[config.mk]
export PLATFORM = sky130hd
export DESIGN_NAME = strs_mac
export DESIGN_NICKNAME = d
export VERILOG_FILES = /design/src/design/strs_pkg.sv /design/src/design/strs_mac.sv
export SDC_FILE = /design/constraint.sdc
export NUM_CORES = 2
export LEC_CHECK = 0
export ABC_AREA = 1
export BUFFER_PORTS_ARGS = -buffer_cell sky130_fd_sc_hd__buf_4
export CAP_MARGIN = 30
export CORE_MARGIN = 2
export CORE_UTILIZATION = 55
export DETAILED_ROUTE_END_ITERATION = 10
export PLACE_DENSITY = 0.72
export SETUP_SLACK_MARGIN = 0.05
export SYNTH_ARGS = -nofsm -noshare
export SYNTH_HDL_FRONTEND = slang
export SYNTH_SLANG_ARGS = --single-unit
[constraint.sdc]
create_clock -name clk -period 12.8 [get_ports clk]
set_input_delay 0 -clock clk [delete_from_list [all_inputs] [get_ports clk]]
set_output_delay 0 -clock clk [all_outputs]
set_load 0.02 [all_outputs]
[src/design/strs_pkg.sv]
// ----------------------------------------------------------------------------
// strs_pkg: shared types and constants of the sparse triangular row solver
// Number format, payload words of both channels and result status codes.
// ----------------------------------------------------------------------------
`default_nettype none

package strs_pkg;

  localparam int VALUE_BITS = 32;
  localparam int FRAC_BITS  = 16;
  localparam int ROW_BITS   = 10;
  localparam int STAT_BITS  = 2;

  localparam logic [STAT_BITS-1:0] STATUS_OK       = 2'd0;
  localparam logic [STAT_BITS-1:0] STATUS_SAT      = 2'd1;
  localparam logic [STAT_BITS-1:0] STATUS_ZERO_DIV = 2'd2;

  typedef logic signed [VALUE_BITS-1:0] value_t;
  typedef logic [VALUE_BITS-1:0]        mag_t;

  typedef struct packed {
    logic [ROW_BITS-1:0] row_index;
    value_t              coefficient;
    logic [ROW_BITS-1:0] column_index;
    value_t              rhs_value;
    logic                first_of_row;
    logic                last_of_row;
  } entry_t;

  typedef struct packed {
    logic [ROW_BITS-1:0]  solved_row;
    value_t               solution;
    logic [STAT_BITS-1:0] status;
  } result_t;

  // Magnitude of a signed value; the most negative value maps to 2^(n-1).
  function automatic mag_t magnitude(input value_t x);
    mag_t m;
    m = x[VALUE_BITS-1] ? mag_t'(-x) : mag_t'(x);
    return m;
  endfunction

endpackage

`default_nettype wire

[src/design/strs_mac.sv]
// ----------------------------------------------------------------------------
// strs_mac: saturating fixed-point multiply and accumulate
// The product is registered; the saturating add against the accumulator
// follows in the next cycle.
// ----------------------------------------------------------------------------
`default_nettype none

module strs_mac (
  input  wire logic             clk,
  input  wire logic             load,
  input  wire strs_pkg::value_t coef,
  input  wire strs_pkg::value_t word,
  input  wire strs_pkg::value_t acc,
  output strs_pkg::value_t      sum,
  output logic                  sat
);

  localparam int VW   = strs_pkg::VALUE_BITS;
  localparam int SH_W = 2 * VW - strs_pkg::FRAC_BITS;

  logic                 neg;
  logic [2*VW-1:0]      full;
  logic [SH_W-1:0]      shifted;
  logic [SH_W-1:0]      limit;
  logic                 over;
  strs_pkg::value_t     prod_c;
  strs_pkg::value_t     prod;
  logic                 prod_sat;
  logic signed [VW:0]   wide;
  logic                 add_over;

  always_comb begin
    neg     = coef[VW-1] ^ word[VW-1];
    full    = {{VW{1'b0}}, strs_pkg::magnitude(coef)} * {{VW{1'b0}}, strs_pkg::magnitude(word)};
    shifted = full[2*VW-1:strs_pkg::FRAC_BITS];
    limit   = (SH_W'(1) << (VW - 1)) - SH_W'(!neg);
    over    = shifted > limit;
    if (over) begin
      prod_c = neg ? strs_pkg::value_t'(-limit[VW-1:0]) : strs_pkg::value_t'(limit[VW-1:0]);
    end else begin
      prod_c = neg ? strs_pkg::value_t'(-shifted[VW-1:0])
                   : strs_pkg::value_t'(shifted[VW-1:0]);
    end
  end

  always_ff @(posedge clk) begin
    if (load) begin
      prod     <= prod_c;
      prod_sat <= over;
    end
  end

  always_comb begin
    wide     = {acc[VW-1], acc} + {prod[VW-1], prod};
    add_over = wide[VW] != wide[VW-1];
    if (add_over) begin
      sum = acc[VW-1] ? strs_pkg::value_t'({1'b1, {(VW-1){1'b0}}})
                      : strs_pkg::value_t'({1'b0, {(VW-1){1'b1}}});
    end else begin
      sum = wide[VW-1:0];
    end
    sat = prod_sat | add_over;
  end

endmodule

`default_nettype wire

==> flow_metrics.tcl <==
set metrics [dict create \
    dr_total_vias 35700 \
    synth_compound_area_frac 0.0423 \
    postCtsSetupRepairBufs 0 \
    synth_cell_types 60 \
    critPathTopFamily "adder cells" \
    min_period_over_period 0.904 \
    rsz0062_at_grt "no" \
    grt_pass1_wl_um 210000 \
    min_period_ns 11.57 \
    yosys.area_share.simple 0.227 \
    max_clock_freq_ghz 0.0864 \
    worstSetupStartpointType "input port" \
    ys_ff_latch 33 \
    final_cell_mix "1302 x nand2_1, 1298 x inv_1, 896 x fa_1" \
    critPathArrivalTime_ns 11.71 \
    portBuffers 130 \
    slowest_stage "a21oi_4" \
    synth.net_count 6709 \
    cts-root-buf "clkbuf_16" \
    maxSlewHeadroom 0.288 \
    first_pass_iters 5 \
    grt_overflow 0 \
    synthArstFlopShare 0 \
    cpMostUsedCell "inv_1" \
    fin_setup_tns_ns 0 \
    crit_type "input port to flip-flop" \
    muxShareOfSynthArea 0 \
    rows 99 \
    drc 0 \
    drt-total-wl_um 133000 \
    maxCapViolCount 0 \
    maxSlewViolCount 0 \
    netlist_area_um2 40400 \
    cp.required_ns 12.94 \
    critPathMaxFanout 28 \
    cts_sinks 33 \
    tightest_slew_ns 1.06 \
    wl_per_cell_um 20.9 \
    synth_edf_count 33 \
    final_common_cell "nand2_1" \
    die_area_um2 75700 \
    grtUsageTotal 0.367 \
    gp_congestion 0.999 \
    start_util 0.555 \
    grt_antenna_before_repair 3 \
    cp.depth 45 \
    setup_viol_count_final 0 \
    fillCellCount 6869 \
    dp_hpwl_um 111000 \
    hold_buffers 0 \
    syn_inst 5389 \
    cts_resized 0 \
    htreeDepth 2 \
    postRouteAntennaNets 0 \
    fp.dieH_um 275 \
    ctsLongestPathBuffers 2 \
    numCtsBuffers 5 \
    area_delta_synth_final_pct 5.50 \
    ys.warnings.count 0 \
    outcome "finished, final reports clean" \
    seq_area_frac_synth 0.0245 \
    crit_path_max_incr_delay_ns 0.65 \
    finalHoldViolCount 0 \
    die_w_um 275 \
    drt_iter0_markers 3336 \
    synth_xor_area_frac 0.0199 \
    drive_above_1_share 0.0612 \
    via_per_inst 5.59 \
    synth_top_family_by_area "adder cells" \
    nets 6742 \
    grt_max_degree 64 \
    clk_pin_slew_ns 0.05 \
    hold-path-cell-count 1 \
    cts_tree "built" \
    avgSynthCellArea_um2 7.50 \
    synth_fa_ha_area_frac 0.544 \
    synth_top_flop_cell "edfxtp_1" \
    min_path_type "input port to flip-flop" \
    io_pins 131 \
    core-area_um2 72800 \
    cp_num_buf_inv 11 \
    grt_pass1_vias 37600 \
    cp-end-kind "flip-flop" \
]
sequential cells by signal, indices dropped and copies added (netlist names):
signal	flops
prod	32
prod_sat	1
metrics by stage:
stage	instance area [µm²]	hold slack [ns]	setup WS (ns)	std cells	util
after floorplan	40400	0.112	3.05	5389	-
after global placement	42500	0.471	1.45	6373	0.584
after detailed placement	42500	0.478	1.31	6373	0.584
after CTS	42600	0.193	1.55	6381	0.585
after global routing	42700	0.211	0.465	6382	0.586
final	42700	0.192	1.23	6385	0.586
worst paths after layout:
| kind | startpoint | end | slack (ns) |
|---|---|---|---|
| max | coef[0] | prod[22]$_DFFE_PP_ | 1.23 |
| min | load | prod[13]$_DFFE_PP_ | 0.19 |
kinds of logic after synthesis:
group                      after synthesis
DFF                                     33
adders and majority gates             1222
xor gates and xnor gates                91
buffers and inverters                 1503
AOI/OAI and AO/OA                      303
and+or+nand+nor                       2237
routing by layer:
metal  track usage  share of wire  vias up
li1              -              -    15800
met4         0.206          0.069        0
met3        0.0861           0.11      492
met2         0.575           0.44     1900
met1         0.471           0.38    17500
met5             0              0        -
synth_stat cells, types with 15 or more instances:
master	n	area, µm²
clkbuf_1	148	556
nand4_1	47	294
inv_1	1298	4870
fa_1	896	17900
nand3_1	121	606
o21ai_0	105	526
buf_2	16	80.1
ha_1	326	4080
nor2_1	624	2340
nand2_1	1302	4890
nor3_1	29	145
nand2_2	15	93.8
a21oi_1	121	606
xnor2_1	34	298
or2_2	23	144
xor2_1	56	490
edfxtp_1	33	991
area by class of cell:
| type | count | area (µm²) | share of cell area |
|---|---|---|---|
| Tap cell | 959 | 1200 | 0.0281 |
| Antenna cell | 3 | 7.51 | 0.000176 |
| Multi-Input combinational cell | 3853 | 33800 | 0.792 |
| Inverter | 1320 | 4960 | 0.116 |
| Timing Repair Buffer | 209 | 1580 | 0.0370 |
| Sequential cell | 33 | 991 | 0.0232 |
| Clock inverter | 2 | 10.0 | 0.000235 |
| Clock buffer | 6 | 129 | 0.00302 |
Power is not shown: default switching activity piles up to over one toggle a cycle in this logic, so the estimate is an artifact.
