File: src/design/strs_pkg.sv
// ----------------------------------------------------------------------------
// strs_pkg: shared types and constants of the sparse triangular row solver
// Number format, payload words of both channels and result status codes.
// ----------------------------------------------------------------------------
`default_nettype none

package strs_pkg;

  localparam int VALUE_BITS = 32;
  localparam int FRAC_BITS  = 16;
  localparam int ROW_BITS   = 10;
  localparam int STAT_BITS  = 2;

  localparam logic [STAT_BITS-1:0] STATUS_OK       = 2'd0;
  localparam logic [STAT_BITS-1:0] STATUS_SAT      = 2'd1;
  localparam logic [STAT_BITS-1:0] STATUS_ZERO_DIV = 2'd2;

  typedef logic signed [VALUE_BITS-1:0] value_t;
  typedef logic [VALUE_BITS-1:0]        mag_t;

  typedef struct packed {
    logic [ROW_BITS-1:0] row_index;
    value_t              coefficient;
    logic [ROW_BITS-1:0] column_index;
    value_t              rhs_value;
    logic                first_of_row;
    logic                last_of_row;
  } entry_t;

  typedef struct packed {
    logic [ROW_BITS-1:0]  solved_row;
    value_t               solution;
    logic [STAT_BITS-1:0] status;
  } result_t;

  // Magnitude of a signed value; the most negative value maps to 2^(n-1).
  function automatic mag_t magnitude(input value_t x);
    mag_t m;
    m = x[VALUE_BITS-1] ? mag_t'(-x) : mag_t'(x);
    return m;
  endfunction

endpackage

`default_nettype wire

File: src/design/strs_div.sv
// ----------------------------------------------------------------------------
// strs_div: iterative fixed-point divider
// Restoring division of (dividend * 2^FRAC) by divisor, one quotient bit per
// cycle, truncating toward zero and saturating the result.
// ----------------------------------------------------------------------------
`default_nettype none

module strs_div (
  input  wire logic             clk,
  input  wire logic             rst,
  input  wire logic             start,
  input  wire strs_pkg::value_t dividend,
  input  wire strs_pkg::value_t divisor,
  output logic                  busy,
  output logic                  done,
  output strs_pkg::value_t      quotient,
  output logic                  sat
);

  localparam int VW    = strs_pkg::VALUE_BITS;
  localparam int NUM_W = VW + strs_pkg::FRAC_BITS;
  localparam int CNT_W = $clog2(NUM_W + 1);

  logic              neg;
  strs_pkg::mag_t    md;
  logic [NUM_W-1:0]  num;
  logic [VW-1:0]     rem;
  logic [NUM_W-1:0]  q;
  logic [CNT_W-1:0]  count;
  logic [VW:0]       trial;
  logic              fits;
  logic [NUM_W-1:0]  limit;

  always_comb begin
    trial = {rem, num[NUM_W-1]};
    fits  = trial >= {1'b0, md};
  end

  always_ff @(posedge clk) begin
    if (rst) begin
      busy  <= 1'b0;
      done  <= 1'b0;
      count <= '0;
    end else begin
      done <= 1'b0;
      if (start) begin
        busy  <= 1'b1;
        count <= CNT_W'(NUM_W);
      end else if (busy) begin
        count <= count - CNT_W'(1);
        if (count == CNT_W'(1)) begin
          busy <= 1'b0;
          done <= 1'b1;
        end
      end
    end
  end

  always_ff @(posedge clk) begin
    if (start) begin
      neg <= dividend[VW-1] ^ divisor[VW-1];
      md  <= strs_pkg::magnitude(divisor);
      num <= {strs_pkg::magnitude(dividend), {strs_pkg::FRAC_BITS{1'b0}}};
      rem <= '0;
      q   <= '0;
    end else if (busy) begin
      num <= num << 1;
      rem <= fits ? VW'(trial - {1'b0, md}) : trial[VW-1:0];
      q   <= {q[NUM_W-2:0], fits};
    end
  end

  always_comb begin
    limit = (NUM_W'(1) << (VW - 1)) - NUM_W'(!neg);
    sat   = q > limit;
    if (sat) begin
      quotient = neg ? strs_pkg::value_t'(-limit[VW-1:0])
                     : strs_pkg::value_t'(limit[VW-1:0]);
    end else begin
      quotient = neg ? strs_pkg::value_t'(-q[VW-1:0]) : strs_pkg::value_t'(q[VW-1:0]);
    end
  end

endmodule

`default_nettype wire
File: config.mk
export PLATFORM = sky130hd
export DESIGN_NAME = strs_div
export DESIGN_NICKNAME = d
export VERILOG_FILES = /design/src/design/strs_pkg.sv /design/src/design/strs_div.sv
export SDC_FILE = /design/constraint.sdc
export NUM_CORES = 1
export LEC_CHECK = 0
export BUFFER_PORTS_ARGS = -buffer_cell sky130_fd_sc_hd__buf_2
export CORE_UTILIZATION = 50
export CTS_CLUSTER_SIZE = 8
export DETAILED_ROUTE_END_ITERATION = 10
export HOLD_SLACK_MARGIN = 0.03
export PLACE_DENSITY = 0.75
export SYNTH_ARGS = -nofsm -noshare
export SYNTH_HDL_FRONTEND = slang
export SYNTH_SLANG_ARGS = --single-unit
File: constraint.sdc
create_clock -name clk -period 4.8 [get_ports clk]
set_clock_uncertainty 0.1 [all_clocks]
set_input_delay 0 -clock clk [delete_from_list [all_inputs] [get_ports clk]]
set_output_delay 0 -clock clk [all_outputs]
set_load 0.03 [all_outputs]
==> results of run 1 <==
## state kept, by name, summed over array words and instances, names as in the netlist
signal / flops
rem: 32
busy: 1
neg: 1
num: 32
q: 48
count: 6
done: 1
md: 32
## cells in the final DEF (no fill, tap or decap), types with 4 or more instances in the layout
| cell | n |
|---|---|
| dfxtp_1 | 87 |
| o21ai_0 | 70 |
| nor2b_1 | 10 |
| o22ai_1 | 4 |
| inv_6 | 6 |
| clkbuf_16 | 18 |
| nor3_1 | 40 |
| nand4_1 | 17 |
| o21ai_2 | 4 |
| buf_4 | 8 |
| o41ai_1 | 9 |
| buf_2 | 100 |
| o211ai_1 | 4 |
| a211oi_1 | 31 |
| nand2_1 | 78 |
| a21o_1 | 31 |
| xnor2_1 | 46 |
| or4_1 | 14 |
| or2_2 | 4 |
| o21a_1 | 9 |
| ha_1 | 69 |
| xor2_1 | 43 |
| a21oi_1 | 114 |
| nand2b_1 | 9 |
| edfxtp_1 | 65 |
| or3_1 | 21 |
| mux2i_1 | 66 |
| a31oi_1 | 11 |
| dlygate4sd3_1 | 84 |
| a221o_1 | 9 |
| nor2_1 | 143 |
| and4_1 | 6 |
| inv_1 | 61 |
| nand3_1 | 8 |
| o31ai_1 | 16 |
| nor4_1 | 11 |
## per-stage QoR
step / area, µm² / total power [mW] / std cells / hold WS (ps) / utilization, %
3_5_place_dp: 11200 / 2.52 / 1538 / 137 / 54.7
2_1_floorplan: 10500 / 2.28 / 1226 / -1.13 / -
4_1_cts: 12600 / 3.88 / 1654 / 33.6 / 61.7
6_report: 12600 / 3.87 / 1654 / 40.5 / 61.7
5_1_grt: 12600 / 4.07 / 1654 / 70.5 / 61.7
3_3_place_gp: 11200 / 2.50 / 1538 / 135 / 54.7
## logic make-up (layout without fill, tap and decap cells)
logic type / Yosys count / in the layout
XOR/XNOR: 89 / 89
AO/OA/AOI/OAI: 339 / 339
multiplexers: 66 / 66
adder cells (fa/ha/maj): 70 / 70
flip-flops: 153 / 153
buffers and inverters: 130 / 288
AND/OR/NAND/NOR: 379 / 379
## cell usage after synthesis (31+ instances only)
cell / n / area share [%]
nor2_1: 143 / 5.1
a21oi_1: 114 / 5.4
dfxtp_1: 88 / 17
nand2_1: 78 / 2.8
o21ai_0: 71 / 3.4
ha_1: 69 / 8.2
mux2i_1: 66 / 6.3
edfxtp_1: 65 / 19
inv_1: 61 / 2.2
clkbuf_1: 58 / 2.1
xnor2_1: 46 / 3.8
xor2_1: 43 / 3.6
nor3_1: 40 / 1.9
a211oi_1: 31 / 2.2
a21o_1: 31 / 2.2
## critical path, stage by stage, from the launching register on
cell      delay (ps)
edfxtp_1         670
buf_4            490
ha_1             320
nor2b_1          130
o21a_1           170
o21a_1           160
o21ai_0          150
o211a_1          180
o221ai_1         150
nand2_1          110
inv_1             40
buf_4            200
nor2_1           470
a221o_1          270
buf_2            200
## path summary, 6_finish.rpt
check / start / endpoint / slack (ps) / cells after the start
max: neg / quotient[28] / 560 / 14
min: start / md[28] / 40 / 1
max reg2reg: md[18] / rem[15] / 1150 / 12
min reg2reg: rem[1] / rem[1] / 390 / 2
## metal layers
layer | vias to the layer above | global-route usage (%) | share of wire [%] | routed length (µm)
met3 | 22 | 2.92 | 4.6 | 1130
met5 | - | 0 | 0 | 0
li1 | 4761 | - | - | -
met2 | 260 | 38.7 | 48 | 11700
met4 | 0 | 6.75 | 1.2 | 284
met1 | 4416 | 31.0 | 46 | 11400
## power by group
part           internal, mW  switching [mW]
logic                 0.439           0.605
clock network         0.727           0.571
registers              1.46          0.0601
## cell type report
type,count,area (µm²)
clock inverter,13,124
sequential,153,3720
clock buffer,19,464
multi-input combinational,943,6310
timing repair buffer,193,1410
inverter,63,236
fill,1739,7830
tap,270,338
==> impl_metrics.json, run 1 <==
{
  "pre_cts_slack_ps": 1030,
  "rows": 52,
  "drv_cap": 0,
  "synth_compound_area_share_pct": 20.4,
  "num_antenna_cells": 0,
  "cts_tree": "yes",
  "synth_cell_type_count": 62,
  "num-nets-final": 1508,
  "synth_top_family_by_area": "compound AO/OA/AOI/OAI gates",
  "drtIter0Drc": 526,
  "cts_root_buf": "clkbuf_16",
  "arrival_ps": 4140,
  "fin_crit_ps": 4240,
  "clockBufferDepth": 2,
  "synth_flop_cell": "dfxtp_1",
  "grt_pass1_vias": 8831,
  "end_kind": "primary output",
  "clk_latency_ps": 430,
  "core_mm2": 0.0204,
  "routed_wl_um": 24500,
  "finalHoldViolCount": 0,
  "htreeDepth": 4,
  "gp_congestion": 0.888,
  "ys_ff_latch": 153,
  "grt_pass1_wl_um": 41200,
  "postCtsSetupBuffers": 0,
  "vias": 9459,
  "path_clk_slew_ps": 70,
  "postSynthAreaPerCell_um2": 8.57,
  "cts_buffers": 17,
  "total_leakage_power_nw": 5.37,
  "p_per_area_mw_per_mm2": 307,
  "status": "finished clean",
  "rsz0062_at_grt": "no",
  "syn-num-nets": 1363,
  "layout-drive-gt1-share_pct": 11.7,
  "ant_nets": 0,
  "drtPass1Iterations": 5,
  "required_ps": 4700,
  "maxSlewViolCount": 0,
  "grt_antenna_before_repair": 0,
  "cts.sinks": 153,
  "synth-edff-count": 65,
  "die_area_mm2": 0.0216,
  "maxSlewHeadroom_pct": 48.6,
  "drc": 0,
  "postCtsHoldBufs": 84,
  "synth_warnings": 0,
  "syn-cell-area_mm2": 0.0105,
  "seq_area_frac_synth_pct": 35.4,
  "synthSimpleGateAreaFrac_pct": 17.5,
  "tightest_slew_ps": 772,
  "grt_overflow": 0,
  "viasPerCell": 5.72,
  "syn_inst": 1226,
  "area_delta_synth_final_pct": 20.0,
  "hold_class": "in2reg",
  "max_freq_mhz": 236,
  "setup.worst_path.class": "reg2out",
  "ir_drop_mv": 0.255,
  "finalSetupTns_ps": 0,
  "ios": 102,
  "start_kind": "register",
  "grt_max_degree": 105,
  "grt_usage_pct": 23.1,
  "synth_fa_ha_area_share_pct": 8.41,
  "die_h_um": 147,
  "synthXorXnorAreaFrac_pct": 7.42,
  "fin_crit_sh_pct": 88.4,
  "cts_resized": 0,
  "cp_max_fo": 43,
  "wl_per_cell_um": 14.8,
  "io_buffer_count": 101,
  "die_w_um": 147,
  "initial_core_util_pct": 51.4,
  "synthMuxAreaShare_pct": 6.29,
  "synth-async-reset-ratio_pct": 0,
  "dp.final_hpwl_um": 16400,
  "setup_slack_ps": 559,
  "setup_violations": 0
}
Power figures use the tool's default switching activity.
==> inputs of run 2 (changes only) <==
- PLACE_DENSITY: 0.75 -> 0.69
==> run 2 against run 1 <==
  * Critical path depth up 1
  * Combinational power is essentially flat
  * Power rose by 2.6%
  * Critical endpoint unchanged
  * Largest cell class unchanged
==> impl_metrics.json, run 2 (synthesis gave the netlist of run 1 again) <==
{
  "die_h_um": 147,
  "rsz0062_at_grt": "no",
  "finalSetupTns_ps": 0,
  "layout-drive-gt1-share_pct": 11.7,
  "final_cell_mix": "nor2_1 (143), a21oi_1 (114), buf_2 (100), dlygate4sd3_1 (90), dfxtp_1 (87)",
  "setup.worst_path.class": "reg2out",
  "clk_latency_ps": 430,
  "dp.final_hpwl_um": 16600,
  "maxSlewViolCount": 0,
  "status": "finished clean",
  "die_area_mm2": 0.0216,
  "grt_usage_pct": 23.7,
  "regMostFlops": "q",
  "crit_top_cell": "buf_4",
  "cp_max_fo": 35,
  "rows": 52,
  "num_antenna_cells": 0,
  "worstPathCellList": "buf_4 -> clkinv_1 -> buf_4 -> ha_1 -> nor2b_1 -> o21a_1 -> o21a_1 -> o21ai_0 -> o211a_1 -> o221ai_1 -> nand2_1 -> buf_4 -> nor2_1 -> a221o_1 -> buf_2",
  "cts.sinks": 153,
  "maxSlewHeadroom_pct": 28.9,
  "drtPass1Iterations": 6,
  "core_mm2": 0.0204,
  "setup_violations": 0,
  "fin_crit_sh_pct": 86.4,
  "num-nets-final": 1515,
  "rr_endpoint": "rem[15]",
  "vias": 9587,
  "die_w_um": 147,
  "hold_class": "in2reg",
  "cts_tree": "yes",
  "routed_wl_um": 25300,
  "grt_max_degree": 91,
  "drtIter0Drc": 600,
  "drv_cap": 0,
  "total_leakage_power_nw": 5.41,
  "p_total_mw": 3.97,
  "hold_end": "md[7]",
  "final_common_cell": "nor2_1",
  "postCtsHoldBufs": 90,
  "r2r_cells": 12,
  "hp-start": "divisor[31]",
  "crit_path_max_incr_delay_ps": 720,
  "largest_reg_flops": 48,
  "path_clk_slew_ps": 70,
  "ant_nets": 0,
  "grt_overflow": 0,
  "finalHoldViolCount": 0,
  "clockBufferDepth": 2,
  "reg2reg_slack_ps": 1340,
  "tightest_slew_ps": 1060,
  "critPathBufInv": 5,
  "whs_path_depth": 3,
  "grt_pass1_vias": 8786,
  "ir_drop_mv": 0.245,
  "end_kind": "primary output",
  "slowest_stage": "nor2_1",
  "grt_pass1_wl_um": 42000,
  "gp_congestion": 0.906,
  "r2r_start": "md[18]",
  "drc": 0,
  "io_buffer_count": 101,
  "p_per_area_mw_per_mm2": 313,
  "initial_core_util_pct": 51.4,
  "htreeDepth": 4,
  "arrival_ps": 4040,
  "cts_root_buf": "clkbuf_16",
  "start_kind": "register",
  "fin_crit_ps": 4140,
  "postCtsSetupBuffers": 0,
  "max_freq_mhz": 241,
  "area_delta_synth_final_pct": 20.8,
  "ios": 102,
  "fin_hold_ws_ps": 134,
  "cts_resized": 0,
  "cp_top_family": "buffers and inverters",
  "cts_buffers": 17,
  "required_ps": 4700,
  "viasPerCell": 5.77,
  "grt_antenna_before_repair": 0,
  "wl_per_cell_um": 15.3
}
[run 2: cell types whose count changed in the layout (fill, tap and decap cells not counted), moves of 2 or more]
cell,previous run,this run
clkinv_8,2,0
inv_8,0,4
inv_4,2,0
bufinv_16,0,2
dlygate4sd3_1,84,90
[run 2: worst min-delay path: cells and delay by family]
family,cells,cell delay (ps)
buf+inv,1,290
simple gates,1,150
xor+xnor,1,110
[run 2: through the flow]
stage / worst slack [ps] / utilization (%) / instances / area (µm²)
floorplan: 124 / - / 1226 / 10500
global placement: 1190 / 54.7 / 1539 / 11200
detailed placement: 1150 / 54.7 / 1539 / 11200
CTS: 661 / 62.1 / 1661 / 12700
global route: 376 / 62.1 / 1661 / 12700
finish: 655 / 62.1 / 1661 / 12700
[run 2: worst max-delay path by stage]
stage / start / to / slack, ps / cells past startpoint
finish: neg / quotient[28] / 660 / 15
CTS: neg / quotient[28] / 660 / 15
floorplan: neg / quotient[22] / 120 / 14
detailed placement: neg / quotient[15] / 1150 / 15
global placement: neg / quotient[28] / 1190 / 11
global route: neg / quotient[15] / 380 / 15
[run 2: layer usage]
metal / global-route usage (%) / up-vias / part of all wire (%)
met2: 38.2 / 240 / 46
met3: 3.42 / 40 / 4.2
met4: 8.25 / 0 / 2.1
li1: - / 4794 / -
met5: 0 / - / 0
met1: 32.6 / 4513 / 48
[run 2: final cells by class]
class	instances	area, µm²
Fill cell	1739	7740
Multi-Input combinational cell	943	6310
Sequential cell	153	3720
Timing Repair Buffer	200	1480
Clock buffer	17	425
Tap cell	270	338
Inverter	63	236
Clock inverter	15	179
[run 2: power by group]
part           internal, mW  switching [mW]  total [mW]
clock network         0.789           0.595        1.38
logic                 0.446           0.617        1.06
registers              1.46          0.0551        1.52
